$ cat config.mk
export PLATFORM = sky130hd
export DESIGN_NAME = resource_pool_lock_manager
export DESIGN_NICKNAME = d
export VERILOG_FILES = /design/src/rtl/rplm_pkg.sv /design/src/rtl/rplm_out_reg.sv /design/src/rtl/resource_pool_lock_manager.sv
export SDC_FILE = /design/constraint.sdc
export NUM_CORES = 1
export LEC_CHECK = 0
export ABC_CLOCK_PERIOD_IN_PS = 4800
export BUFFER_PORTS_ARGS = -buffer_cell sky130_fd_sc_hd__buf_4
export CAP_MARGIN = 20
export CORE_UTILIZATION = 23
export DETAILED_ROUTE_END_ITERATION = 6
export GPL_ROUTABILITY_DRIVEN = 0
export HOLD_SLACK_MARGIN = 0.08
export PLACE_DENSITY_LB_ADDON = 0.12
export SLEW_MARGIN = 20
export SYNTH_ARGS = -nofsm -noshare
export SYNTH_HDL_FRONTEND = slang
export SYNTH_SLANG_ARGS = --single-unit
$ cat constraint.sdc
create_clock -name clk -period 4.8 [get_ports clk]
set_input_delay 0.72 -clock clk [delete_from_list [all_inputs] [get_ports clk]]
set_output_delay 0.72 -clock clk [all_outputs]
set_load 0.01 [all_outputs]
$ cat src/rtl/rplm_pkg.sv
// ----------------------------------------------------------------------------
// rplm_pkg
// shared types, codes and defaults of the resource pool lock manager
// ----------------------------------------------------------------------------
package rplm_pkg;

  localparam int ELEMENTS_DEF    = 16;
  localparam int QUEUE_DEPTH_DEF = 32;
  localparam int CLIENT_BITS_DEF = 16;

  localparam int STATUS_W    = 3;
  localparam int ELEM_IDX_W  = 4;
  localparam int CFG_COUNT_W = 5;
  localparam int APB_DATA_W  = 32;
  localparam int APB_ADDR_W  = 3;

  localparam logic [CFG_COUNT_W-1:0]  COUNT_RESET       = CFG_COUNT_W'(16);
  localparam logic [APB_ADDR_W-3:0]   REG_ELEMENT_COUNT = '0;

  localparam logic OP_LOCK   = 1'b0;
  localparam logic OP_UNLOCK = 1'b1;

  typedef enum logic [STATUS_W-1:0] {
    ST_GRANTED   = 3'd0,
    ST_ENQUEUED  = 3'd1,
    ST_BUSY      = 3'd2,
    ST_QFULL     = 3'd3,
    ST_RELEASED  = 3'd4,
    ST_LEFT      = 3'd5,
    ST_NOT_FOUND = 3'd6
  } status_t;

  typedef enum logic [3:0] {
    S_IDLE,
    S_NORM,
    S_FREE,
    S_OWN,
    S_QSCAN,
    S_SHRD,
    S_SHWR,
    S_HEAD,
    S_GRANT,
    S_EMIT1,
    S_EMIT2
  } state_t;

  typedef struct packed {
    status_t                status;
    logic [ELEM_IDX_W-1:0]  elem;
    logic                   last;
  } res_meta_t;

endpackage

$ cat src/rtl/rplm_out_reg.sv
// ----------------------------------------------------------------------------
// rplm_out_reg
// result output register, frees the engine while a transfer is pending
// ----------------------------------------------------------------------------
module rplm_out_reg import rplm_pkg::*; #(
  parameter int CLIENT_BITS = CLIENT_BITS_DEF
) (
  input  logic                   clk,
  input  logic                   rst,
  input  logic                   load,
  input  res_meta_t              meta,
  input  logic [CLIENT_BITS-1:0] client,
  output logic                   free,
  output logic                   out_valid,
  input  logic                   out_ready,
  output logic [STATUS_W-1:0]    status,
  output logic [CLIENT_BITS-1:0] target_client,
  output logic [ELEM_IDX_W-1:0]  element_index,
  output logic                   last
);

  res_meta_t meta_q;

  assign free = !out_valid || out_ready;

  always_ff @(posedge clk) begin
    if (rst) begin
      out_valid <= 1'b0;
    end else if (load) begin
      out_valid <= 1'b1;
    end else if (out_ready) begin
      out_valid <= 1'b0;
    end
  end

  always_ff @(posedge clk) begin
    if (load) begin
      meta_q        <= meta;
      target_client <= client;
    end
  end

  assign status        = meta_q.status;
  assign element_index = meta_q.elem;
  assign last          = meta_q.last;

endmodule

$ cat src/rtl/resource_pool_lock_manager.sv
// ----------------------------------------------------------------------------
// resource_pool_lock_manager
// counting semaphore over a pool of elements with a fifo wait queue
// lock: pointer reduced modulo count, free search over up to count elements, then output
// unlock: owner scan over up to count elements, then output; a grant to a waiter adds
//   the pointer reduction, the free search, a read of the queue head and the grant; a
//   dequeue adds a scan of the waiting entries and a read and a write per shifted entry
// one request at a time; a new request is taken while a result waits in the output register
// sync reset: every element free, queue empty, pointer zero, element_count 16, no clearing pass
// ----------------------------------------------------------------------------
module resource_pool_lock_manager import rplm_pkg::*; #(
  parameter int ELEMENTS    = ELEMENTS_DEF,
  parameter int QUEUE_DEPTH = QUEUE_DEPTH_DEF,
  parameter int CLIENT_BITS = CLIENT_BITS_DEF
) (
  input  logic                   clk,
  input  logic                   rst,
  input  logic                   psel,
  input  logic                   penable,
  input  logic                   pwrite,
  input  logic [APB_ADDR_W-1:0]  paddr,
  input  logic [APB_DATA_W-1:0]  pwdata,
  output logic [APB_DATA_W-1:0]  prdata,
  output logic                   pready,
  input  logic                   in_valid,
  output logic                   in_ready,
  input  logic                   opcode,
  input  logic [CLIENT_BITS-1:0] client_id,
  input  logic                   queue_ok,
  output logic                   out_valid,
  input  logic                   out_ready,
  output logic [STATUS_W-1:0]    status,
  output logic [CLIENT_BITS-1:0] target_client,
  output logic [ELEM_IDX_W-1:0]  element_index,
  output logic                   last
);

  localparam int EW  = (ELEMENTS > 1) ? $clog2(ELEMENTS) : 1;
  localparam int CW  = $clog2(ELEMENTS + 1);
  localparam int QW  = (QUEUE_DEPTH > 1) ? $clog2(QUEUE_DEPTH) : 1;
  localparam int QCW = $clog2(QUEUE_DEPTH + 1);
  localparam int QSW = QCW + 1;

  state_t state, state_next;

  logic [CFG_COUNT_W-1:0] element_count;
  logic [CW-1:0]          n;
  logic                   cfg_we;

  logic                   req_op;
  logic [CLIENT_BITS-1:0] req_client;
  logic                   req_wait;

  logic [EW-1:0]          rr_pointer;
  logic [EW-1:0]          rr_work;
  logic [EW-1:0]          pos;
  logic [CW-1:0]          cnt;
  logic [EW-1:0]          free_elem;
  logic [ELEMENTS-1:0]    owner_valid;

  logic [CW-1:0]          own_issue;
  logic                   own_vld;
  logic [EW-1:0]          own_idx;

  logic [QW-1:0]          q_head;
  logic [QCW-1:0]         q_count;
  logic [QCW-1:0]         q_issue;
  logic [QW-1:0]          q_iaddr;
  logic                   qc_vld;
  logic [QCW-1:0]         qc_pos;
  logic [QW-1:0]          qc_addr;
  logic [QSW-1:0]         tail_sum;
  logic [QW-1:0]          q_tail;
  logic                   q_full;

  res_meta_t              res1_meta, res2_meta, res_meta;
  logic [CLIENT_BITS-1:0] res1_client, res2_client, res_client;
  logic                   two_res;
  logic                   res_load, res_free;

  logic [CLIENT_BITS-1:0] owner_mem [ELEMENTS];
  logic [CLIENT_BITS-1:0] owner_rdata;
  logic                   o_we;
  logic [EW-1:0]          o_waddr, o_raddr;
  logic [CLIENT_BITS-1:0] o_wdata;

  logic [CLIENT_BITS-1:0] queue_mem [QUEUE_DEPTH];
  logic [CLIENT_BITS-1:0] queue_rdata;
  logic                   q_we;
  logic [QW-1:0]          q_waddr, q_raddr;
  logic [CLIENT_BITS-1:0] q_wdata;

  logic                   accept;
  logic                   norm_more, free_hit, free_end;
  logic                   own_hit, own_end, q_hit, q_end, sh_more;
  logic [EW-1:0]          pos_inc, rr_inc;

  function automatic logic [QW-1:0] q_wrap_inc(input logic [QW-1:0] a);
    return (a == QW'(QUEUE_DEPTH - 1)) ? '0 : a + 1'b1;
  endfunction

  // configuration port
  assign pready = 1'b1;
  assign cfg_we = psel && penable && pwrite && (paddr[APB_ADDR_W-1:2] == REG_ELEMENT_COUNT);
  assign prdata = (paddr[APB_ADDR_W-1:2] == REG_ELEMENT_COUNT) ?
                  APB_DATA_W'(element_count) : '0;

  always_comb begin
    if (element_count == '0) begin
      n = CW'(1);
    end else if (int'(element_count) > ELEMENTS) begin
      n = CW'(ELEMENTS);
    end else begin
      n = CW'(element_count);
    end
  end

  // status flags
  assign accept    = in_valid && in_ready;
  assign in_ready  = (state == S_IDLE);
  assign norm_more = CW'(rr_work) >= n;
  assign free_hit  = !owner_valid[pos];
  assign free_end  = cnt == n - 1'b1;
  assign pos_inc   = (CW'(pos) + 1'b1 == n) ? '0 : pos + 1'b1;
  assign rr_inc    = (CW'(rr_work) + 1'b1 == n) ? '0 : rr_work + 1'b1;
  assign own_hit   = own_vld && owner_valid[own_idx] && (owner_rdata == req_client);
  assign own_end   = !own_vld && (own_issue >= n);
  assign q_hit     = qc_vld && (queue_rdata == req_client);
  assign q_end     = !qc_vld && (q_issue >= q_count);
  assign sh_more   = (QSW'(qc_pos) + 1'b1) < QSW'(q_count);
  assign q_full    = q_count == QCW'(QUEUE_DEPTH);
  assign tail_sum  = QSW'(q_head) + QSW'(q_count);
  assign q_tail    = (int'(tail_sum) >= QUEUE_DEPTH) ? QW'(int'(tail_sum) - QUEUE_DEPTH)
                                                     : QW'(tail_sum);
  assign o_raddr   = (own_issue < n) ? EW'(own_issue) : '0;

  always_ff @(posedge clk) begin
    if (rst) begin
      state <= S_IDLE;
    end else begin
      state <= state_next;
    end
  end

  always_comb begin
    state_next = state;
    o_we       = 1'b0;
    o_waddr    = free_elem;
    o_wdata    = req_client;
    q_we       = 1'b0;
    q_waddr    = q_tail;
    q_wdata    = req_client;
    q_raddr    = q_iaddr;
    res_load   = 1'b0;
    res_meta   = res1_meta;
    res_client = res1_client;
    case (state)
      S_IDLE: begin
        if (in_valid) begin
          state_next = (opcode == OP_LOCK) ? S_NORM : S_OWN;
        end
      end
      S_NORM: begin
        if (!norm_more) begin
          state_next = S_FREE;
        end
      end
      S_FREE: begin
        if (free_hit) begin
          if (req_op == OP_LOCK) begin
            o_we       = 1'b1;
            o_waddr    = pos;
            state_next = S_EMIT1;
          end else begin
            state_next = S_HEAD;
          end
        end else if (free_end) begin
          q_we       = req_wait && !q_full;
          state_next = S_EMIT1;
        end
      end
      S_OWN: begin
        if (own_hit) begin
          state_next = (q_count != '0) ? S_NORM : S_EMIT1;
        end else if (own_end) begin
          state_next = S_QSCAN;
        end
      end
      S_QSCAN: begin
        if (q_hit) begin
          state_next = S_SHRD;
        end else if (q_end) begin
          state_next = S_EMIT1;
        end
      end
      S_SHRD: begin
        q_raddr = q_wrap_inc(qc_addr);
        state_next = sh_more ? S_SHWR : S_EMIT1;
      end
      S_SHWR: begin
        q_we       = 1'b1;
        q_waddr    = qc_addr;
        q_wdata    = queue_rdata;
        state_next = S_SHRD;
      end
      S_HEAD: begin
        q_raddr    = q_head;
        state_next = S_GRANT;
      end
      S_GRANT: begin
        o_we       = 1'b1;
        o_wdata    = queue_rdata;
        state_next = S_EMIT1;
      end
      S_EMIT1: begin
        if (res_free) begin
          res_load   = 1'b1;
          state_next = two_res ? S_EMIT2 : S_IDLE;
        end
      end
      S_EMIT2: begin
        res_meta   = res2_meta;
        res_client = res2_client;
        if (res_free) begin
          res_load   = 1'b1;
          state_next = S_IDLE;
        end
      end
      default: begin
        state_next = S_IDLE;
      end
    endcase
  end

  // pool and queue bookkeeping
  always_ff @(posedge clk) begin
    if (rst) begin
      element_count <= COUNT_RESET;
      rr_pointer    <= '0;
      owner_valid   <= '0;
      q_head        <= '0;
      q_count       <= '0;
    end else begin
      if (cfg_we) begin
        element_count <= pwdata[CFG_COUNT_W-1:0];
      end
      case (state)
        S_FREE: begin
          if (free_hit && req_op == OP_LOCK) begin
            owner_valid[pos] <= 1'b1;
            rr_pointer       <= rr_inc;
          end else if (!free_hit && free_end && req_wait && !q_full) begin
            q_count <= q_count + 1'b1;
          end
        end
        S_OWN: begin
          if (own_hit) begin
            owner_valid[own_idx] <= 1'b0;
          end
        end
        S_SHRD: begin
          if (!sh_more) begin
            q_count <= q_count - 1'b1;
          end
        end
        S_GRANT: begin
          owner_valid[free_elem] <= 1'b1;
          rr_pointer             <= rr_inc;
          q_head                 <= q_wrap_inc(q_head);
          q_count                <= q_count - 1'b1;
        end
        default: ;
      endcase
    end
  end

  // request and scan registers
  always_ff @(posedge clk) begin
    case (state)
      S_IDLE: begin
        if (accept) begin
          req_op     <= opcode;
          req_client <= client_id;
          req_wait   <= queue_ok;
          rr_work    <= rr_pointer;
          own_issue  <= '0;
          own_vld    <= 1'b0;
        end
      end
      S_NORM: begin
        if (norm_more) begin
          rr_work <= EW'(CW'(rr_work) - n);
        end else begin
          pos <= rr_work;
          cnt <= '0;
        end
      end
      S_FREE: begin
        if (free_hit) begin
          free_elem <= pos;
          if (req_op == OP_LOCK) begin
            res1_meta   <= '{status: ST_GRANTED, elem: ELEM_IDX_W'(pos), last: 1'b1};
            res1_client <= req_client;
            two_res     <= 1'b0;
          end
        end else if (free_end) begin
          res1_meta.status <= !req_wait ? ST_BUSY : (q_full ? ST_QFULL : ST_ENQUEUED);
          res1_meta.elem   <= '0;
          res1_meta.last   <= 1'b1;
          res1_client      <= req_client;
          two_res          <= 1'b0;
        end else begin
          cnt <= cnt + 1'b1;
          pos <= pos_inc;
        end
      end
      S_OWN: begin
        if (own_hit) begin
          rr_work     <= rr_pointer;
          res1_meta   <= '{status: ST_RELEASED, elem: ELEM_IDX_W'(own_idx),
                           last: (q_count == '0)};
          res1_client <= req_client;
          two_res     <= 1'b0;
        end else if (own_end) begin
          q_issue <= '0;
          q_iaddr <= q_head;
          qc_vld  <= 1'b0;
        end else if (own_issue < n) begin
          own_idx   <= EW'(own_issue);
          own_vld   <= 1'b1;
          own_issue <= own_issue + 1'b1;
        end else begin
          own_vld <= 1'b0;
        end
      end
      S_QSCAN: begin
        if (!q_hit) begin
          if (q_end) begin
            res1_meta   <= '{status: ST_NOT_FOUND, elem: '0, last: 1'b1};
            res1_client <= req_client;
            two_res     <= 1'b0;
          end else if (q_issue < q_count) begin
            qc_pos  <= q_issue;
            qc_addr <= q_iaddr;
            qc_vld  <= 1'b1;
            q_issue <= q_issue + 1'b1;
            q_iaddr <= q_wrap_inc(q_iaddr);
          end else begin
            qc_vld <= 1'b0;
          end
        end
      end
      S_SHRD: begin
        if (!sh_more) begin
          res1_meta   <= '{status: ST_LEFT, elem: '0, last: 1'b1};
          res1_client <= req_client;
          two_res     <= 1'b0;
        end
      end
      S_SHWR: begin
        qc_pos  <= qc_pos + 1'b1;
        qc_addr <= q_wrap_inc(qc_addr);
      end
      S_GRANT: begin
        res2_meta   <= '{status: ST_GRANTED, elem: ELEM_IDX_W'(free_elem), last: 1'b1};
        res2_client <= queue_rdata;
        two_res     <= 1'b1;
      end
      default: ;
    endcase
  end

  // owner table
  always_ff @(posedge clk) begin
    if (o_we) begin
      owner_mem[o_waddr] <= o_wdata;
    end
    owner_rdata <= owner_mem[o_raddr];
  end

  // wait queue, circular
  always_ff @(posedge clk) begin
    if (q_we) begin
      queue_mem[q_waddr] <= q_wdata;
    end
    queue_rdata <= queue_mem[q_raddr];
  end

  rplm_out_reg #(
    .CLIENT_BITS(CLIENT_BITS)
  ) u_out_reg (
    .clk           (clk),
    .rst           (rst),
    .load          (res_load),
    .meta          (res_meta),
    .client        (res_client),
    .free          (res_free),
    .out_valid     (out_valid),
    .out_ready     (out_ready),
    .status        (status),
    .target_client (target_client),
    .element_index (element_index),
    .last          (last)
  );

  a_queue_bound: assert property (@(posedge clk) disable iff (rst)
    q_count <= QCW'(QUEUE_DEPTH))
    else $error("wait queue count beyond depth");

  a_one_at_a_time: assert property (@(posedge clk) disable iff (rst)
    accept |=> !in_ready)
    else $error("request taken while busy");

  a_second_result: assert property (@(posedge clk) disable iff (rst)
    out_valid && out_ready && !last |=> out_valid)
    else $error("second result of an unlock missing");

  a_grant_has_waiter: assert property (@(posedge clk) disable iff (rst)
    (state == S_GRANT) |-> (q_count != '0))
    else $error("grant to waiter with empty queue");

endmodule

==> out/qor.yml, run 1 <==
status: "finished, final reports clean"
relSlewSlack_pct: 30.5
fmax_mhz: 234
rows: 153
synth.top_cell.area_share_pct: 67.1
crit_fanout: 16
dpl_cell_area_um2: 44300
yosysSeqAreaShare_pct: 70.7
drtIter0Drc: 1469
track_usage_pct: 13.1
fillCellCount: 17600
cp-start-kind: "register"
ys_types: 74
drc: 0
antenna_found_initial: 5
arrival_ns: 4.65
dr.pass1.iters: 6
worst_slew_pin_slew_ns: 1.03
ctsHoldBuffers: 0
area_delta_synth_final_pct: 18.3
cts_resized: 0
post-route-min-period_ns: 4.27
grt_pass1_wl_mm: 169
synthArstFlopShare_pct: 0
final_area_um2: 47900
maxCapViolations: 0
drv_slew: 0
clock_latency_ns: 0.74
syn-mean-instance-area_um2: 15.4
design.core.area_um2: 174000
wl_per_cell_um: 22.6
clock_path_buffers: 3
ant_nets: 0
htreeDepth: 3
dieArea_um2: 178000
power_density_nw_per_um2: 542
cts_sinks: 978
fin_skew_ns: 0.0425
yosys.area.top_type: "edfxtp_1"
finalHoldViolCount: 0
yosys_warnings: 0
worstRegToRegCells: 10
grt_max_degree: 65
crit_path_start: "element_count[4]$_SDFFE_PP1P_"
worstReg2RegStart: "element_count[4]$_SDFFE_PP1P_"
final_util_pct: 27.5
whs_ns: 0.165
fp.dieH_um: 422
vias_per_cell: 4.39
routed_wl_mm: 118
leakagePower_nw: 15.8
vias: 22800
synth-seq-cells: 978
crit_end: "queue_mem[18][5]$_DFFE_PP_"
worstPathRequired_ns: 5.18
grt_overflow: 0
io_pins: 119
fin_crit_sh_pct: 89.0
hpwl_mm: 75.0
cts_tree: "built"
clk_pin_slew_worst_paths_ns: 0.06
netlist_area_um2: 40500
syn_inst: 2630
critical_path_class: "reg -> reg"
synth-edff-count: 905
post_cts_buffers: 0
finalSetupViolCount: 0
synth_common_cells: "905 x edfxtp_1, 422 x nand2_1, 159 x nand3_1, 136 x mux4_2, 118 x nor2_1"
power_mw: 26.0
synth_most_common_cell: "edfxtp_1"
rsz0062_at_grt: "no"
endpoint_kind: "register"
rrSetupSlack_ns: 0.53
synth_ff_type: "edfxtp_1"
r2r-end: "queue_mem[18][5]$_DFFE_PP_"
ir_worst_vdd_mv: 0.295
die_x_um: 422
synthTopCellsByArea: "edfxtp_1 67%, mux4_2 7.6%, nand2_1 3.9%"
drive_gt1_share_pct: 18.7
finalSetupTns_ns: 0
cts_made_buffers: 112
nNetsFinal: 2895
grt_pass1_vias: 23700
port_buffers: 61
worstHoldPathType: "in -> reg"
initial_core_util_pct: 23.2
root_buffer: "clkbuf_16"
## through the flow
stage	instances	worst slack, ns
5_1_grt	5206	0.266
4_1_cts	5206	0.457
3_5_place_dp	4999	0.484
3_3_place_gp	4999	0.520
6_report	5210	0.526
2_1_floorplan	2656	1.09
## report_power, final
| group | switching (mW) | leakage [nW] | internal, mW |
|---|---|---|---|
| combinational | 4.18 | 5.30 | 1.95 |
| sequential | 0.649 | 8.77 | 10.8 |
| clock | 3.53 | 1.75 | 4.86 |
| total | 8.36 | 15.8 | 17.6 |
## placed cells by master, fill, tap and decap left out, types with 5 or more instances in the layout
cell type,count
o221ai_1,32
nor2_2,19
or4_1,7
ha_1,44
and3_1,28
buf_4,166
nor2_1,100
nor3_1,17
nor2b_1,16
nor3b_1,5
conb_1,28
clkinv_2,17
xnor2_1,44
a21o_1,7
edfxtp_1,905
clkbuf_16,113
clkinv_1,13
clkinvlp_4,6
mux4_2,136
clkbuf_8,9
o21ai_0,60
o31ai_1,8
nand3_1,157
nand2b_1,9
nand2_1,422
nand4_1,29
dfxtp_1,73
o21a_1,6
bufinv_16,7
or3_1,6
mux2_2,23
a31oi_1,19
a21oi_1,41
buf_12,9
clkbuf_1,34
xor2_1,29
inv_1,29
a22oi_1,6
mux2i_1,96
a32oi_1,21
## flip-flops by register name, summed over array words and instances (netlist names), 5 cells and up
name,cells
cnt,5
element_count,5
own_issue,5
owner_mem,256
owner_rdata,16
owner_valid,16
q_count,6
q_head,5
q_iaddr,5
q_issue,6
qc_addr,5
qc_pos,6
queue_mem,512
queue_rdata,16
req_client,16
res1_client,16
res1_meta,8
res2_client,16
u_out_reg.target_client,16
## area by class of cell
cell class	instances	area [um^2]	share of cell area (%)
Sequential cell	978	28600	59.7
Multi-Input combinational cell	1489	11200	23.4
Clock buffer	156	3080	6.42
Tap cell	2325	2910	6.07
Timing Repair Buffer	175	1430	2.98
Clock inverter	51	547	1.14
Inverter	32	120	0.251
Antenna cell	4	10.0	0.0209
## metal layers
layer | global-route usage (%) | routed length (um)
met1 | 16.4 | 50300
met2 | 23.1 | 60100
met3 | 1.98 | 4250
met4 | 3.93 | 3080
met5 | 0 | 0
## critical path, stage by stage, from the launching register on
cell and delay, ns:
dfxtp_1 0.49, nor2b_1 0.45, inv_1 0.21, ha_1 0.33, xor2_1 0.19, o2111ai_1 0.13, a22oi_1 0.36, nand4_1 0.48
o32a_1 0.71, nor2_1 0.20, buf_4 0.32
## cell families after synthesis
| family | share of synthesized area, % |
|---|---|
| AO/OA/AOI/OAI | 4.18 |
| XOR/XNOR | 1.58 |
| adder cells (fa/ha/maj) | 1.51 |
| buffers and inverters | 2.15 |
| flip-flops | 70.7 |
| multiplexers | 10.6 |
| other | 0.0185 |
| AND/OR/NAND/NOR | 9.23 |
## worst min-delay path by stage
stage / from / cells past startpoint / slack (ns) / end
2_1_floorplan: rr_pointer[2]$_SDFFE_PP0P_ / 2 / 0.43 / rr_pointer[2]$_SDFFE_PP0P_
3_3_place_gp: rr_pointer[1]$_SDFFE_PP0P_ / 2 / 0.45 / rr_pointer[1]$_SDFFE_PP0P_
3_5_place_dp: rr_pointer[1]$_SDFFE_PP0P_ / 2 / 0.45 / rr_pointer[1]$_SDFFE_PP0P_
4_1_cts: client_id[4] / 1 / 0.08 / req_client[4]$_DFFE_PP_
5_1_grt: client_id[4] / 1 / 0.1 / req_client[4]$_DFFE_PP_
6_report: client_id[4] / 1 / 0.17 / req_client[4]$_DFFE_PP_
Note: power is estimated with default switching activity, not from simulation.
==> run 2: changes to the inputs <==
--- a/config.mk
+++ b/config.mk
@@ -13,6 +13,7 @@
 export GPL_ROUTABILITY_DRIVEN = 0
 export HOLD_SLACK_MARGIN = 0.08
 export PLACE_DENSITY_LB_ADDON = 0.12
+export RECOVER_POWER = 50
 export SLEW_MARGIN = 20
 export SYNTH_ARGS = -nofsm -noshare
 export SYNTH_HDL_FRONTEND = slang
==> run 2 against run 1 <==
The run now ends with capacitance limit, slew limit left; count of clock-buffer cells in the layout unchanged; hold slack improved by 0.023 ns; cell area decreased by 0.52%.
==> out/qor.yml, run 2 (synthesized netlist as in run 1, its figures left out) <==
wl_per_cell_um: 22.6  # about the same
dr.pass1.iters: 5  # -1
area_delta_synth_final_pct: 17.7
design.core.area_um2: 174000  # unchanged
vias: 22800  # -0.079%
clock_latency_ns: 0.74  # about the same
clock_power_share_pct: 32.4  # about the same
ant_nets: 0  # unchanged
drv_slew: 152  # +152
fp.dieH_um: 422  # unchanged
worst_slew_pin_slew_ns: 2.52  # +1.49 ns
cts_resized: 0  # unchanged
maxCapViolations: 5  # +5
arrival_ns: 4.85  # +0.20 ns
p_switching_mw: 8.35  # about the same
grt_pass1_vias: 23700  # unchanged
cts_made_buffers: 112  # unchanged
rows: 153  # unchanged
layout_common_cells: "905 x edfxtp_1, 422 x nand2_1, 158 x nand3_1"
htreeDepth: 3  # unchanged
cts_sinks: 978  # unchanged
clock_path_buffers: 3  # unchanged
post_cts_buffers: 0  # unchanged
finalSetupViolCount: 0  # unchanged
p_sw_share_pct: 32.2  # +0.058 points
violations: "capacitance limit, slew limit"
status: "finished with violations"
leakagePower_nw: 15.6  # -1.3%
fmax_mhz: 227  # -3.2%
root_buffer: "clkbuf_16"
fin_crit_sh_pct: 92.0  # +2.9 points
vias_per_cell: 4.38  # about the same
track_usage_pct: 13.1  # unchanged
dpl_cell_area_um2: 44300  # unchanged
top_register: "queue_mem"
finalSetupTns_ns: 0  # unchanged
power_density_nw_per_um2: 544  # +0.26%
top_regs: "queue_mem x512, owner_mem x256"
grt_max_degree: 65  # unchanged
final_area_um2: 47700  # -0.52%
critical_path_class: "reg -> reg"
fillCellCount: 17600  # +0.33%
nNetsFinal: 2895  # unchanged
ctsHoldBuffers: 0  # unchanged
cts_tree: "built"
relSlewSlack_pct: -68.2  # -99 points
power_frac_seq_pct: 44.3  # +0.2 points
port_buffers: 61  # unchanged
io_pins: 119  # unchanged
grt_pass1_wl_mm: 169  # unchanged
finalHoldViolCount: 0  # unchanged
drc: 0  # unchanged
grt_overflow: 0  # unchanged
rsz0062_at_grt: "no"
dieArea_um2: 178000  # unchanged
die_x_um: 422  # unchanged
clk_pin_slew_worst_paths_ns: 0.06  # about the same
cp-start-kind: "register"
crit_fanout: 32  # +16
drtIter0Drc: 1490  # +1.4%
ir_worst_vdd_mv: 0.295  # -0.17%
place_inst: 4999  # unchanged
antenna_found_initial: 5  # unchanged
routed_wl_mm: 118  # about the same
initial_core_util_pct: 23.2  # unchanged
fin_skew_ns: 0.0413  # -0.00116 ns
hpwl_mm: 75.0  # unchanged
drive_gt1_share_pct: 16.7  # -2.1 points
final_common_cell: "edfxtp_1"
p_int_mw: 17.6  # -0.34%
worstHoldPathType: "in -> reg"
largest_reg_flops: 512  # unchanged
combinationalPowerShare_pct: 23.4  # -0.2 points
final_cells: 5208  # -0.038%
worstPathRequired_ns: 5.24  # +0.06 ns
post-route-min-period_ns: 4.41  # +0.140 ns
endpoint_kind: "register"
-- run 2: through the flow --
stage	total power [mW]	worst slack [ns]	util [%]	hold slack [ns]
final	25.9	0.386	27.3	0.189
after global placement	17.8	0.520	25.4	0.454
after CTS	26.4	0.457	27.5	0.0816
after detailed placement	17.9	0.484	25.4	0.447
after global routing	27.2	0.159	27.3	0.122
after floorplan	15.1	1.09	-	0.432
-- run 2: power groups by stage --
stage	Combinational (mW)	Clock (mW)	Sequential, mW
detailed placement	6.27	0	11.6
floorplan	3.86	0	11.3
global route	6.69	8.96	11.6
finish	6.05	8.39	11.5
global placement	6.18	0	11.6
CTS	6.29	8.67	11.5
-- run 2: path summary, 6_finish.rpt --
kind | depth (start not counted) | start | end | slack [ns]
max reg2reg | 7 | state[3]$_SDFFE_PP0P_ | queue_mem[24][3]$_DFFE_PP_ | 0.39
min | 1 | client_id[4] | req_client[4]$_DFFE_PP_ | 0.19
min reg2reg | 2 | rr_pointer[1]$_SDFFE_PP0P_ | rr_pointer[1]$_SDFFE_PP0P_ | 0.46
max | 7 | state[3]$_SDFFE_PP0P_ | queue_mem[24][3]$_DFFE_PP_ | 0.39
-- run 2: cell type report --
type | count | area (um^2) | share of cell area, %
multi-input cells | 1489 | 11200 | 23.5
inverters | 32 | 120 | 0.252
repair buffers | 175 | 1190 | 2.50
well taps | 2325 | 2910 | 6.10
flip-flops and latches | 978 | 28600 | 60.1
diodes | 2 | 5.00 | 0.0105
clock inverters | 51 | 547 | 1.15
clock buffers | 156 | 3080 | 6.46
-- run 2: per-layer routing --
metal	track usage, %	vias to the layer above	routed length (um)
li1	-	10400	-
met1	16.4	11800	50300
met2	23.1	488	60100
met3	1.98	171	4250
met4	3.93	0	3080
met5	0	-	0
-- run 2: critical path: stages, from the launching register on --
cell      delay (ns)
dfxtp_1         0.62
nor2_1          0.34
nand3_1         0.42
clkbuf_1        1.33
nor3_1          0.13
a31oi_2         0.86
nor2_1          0.11
buf_4           0.27
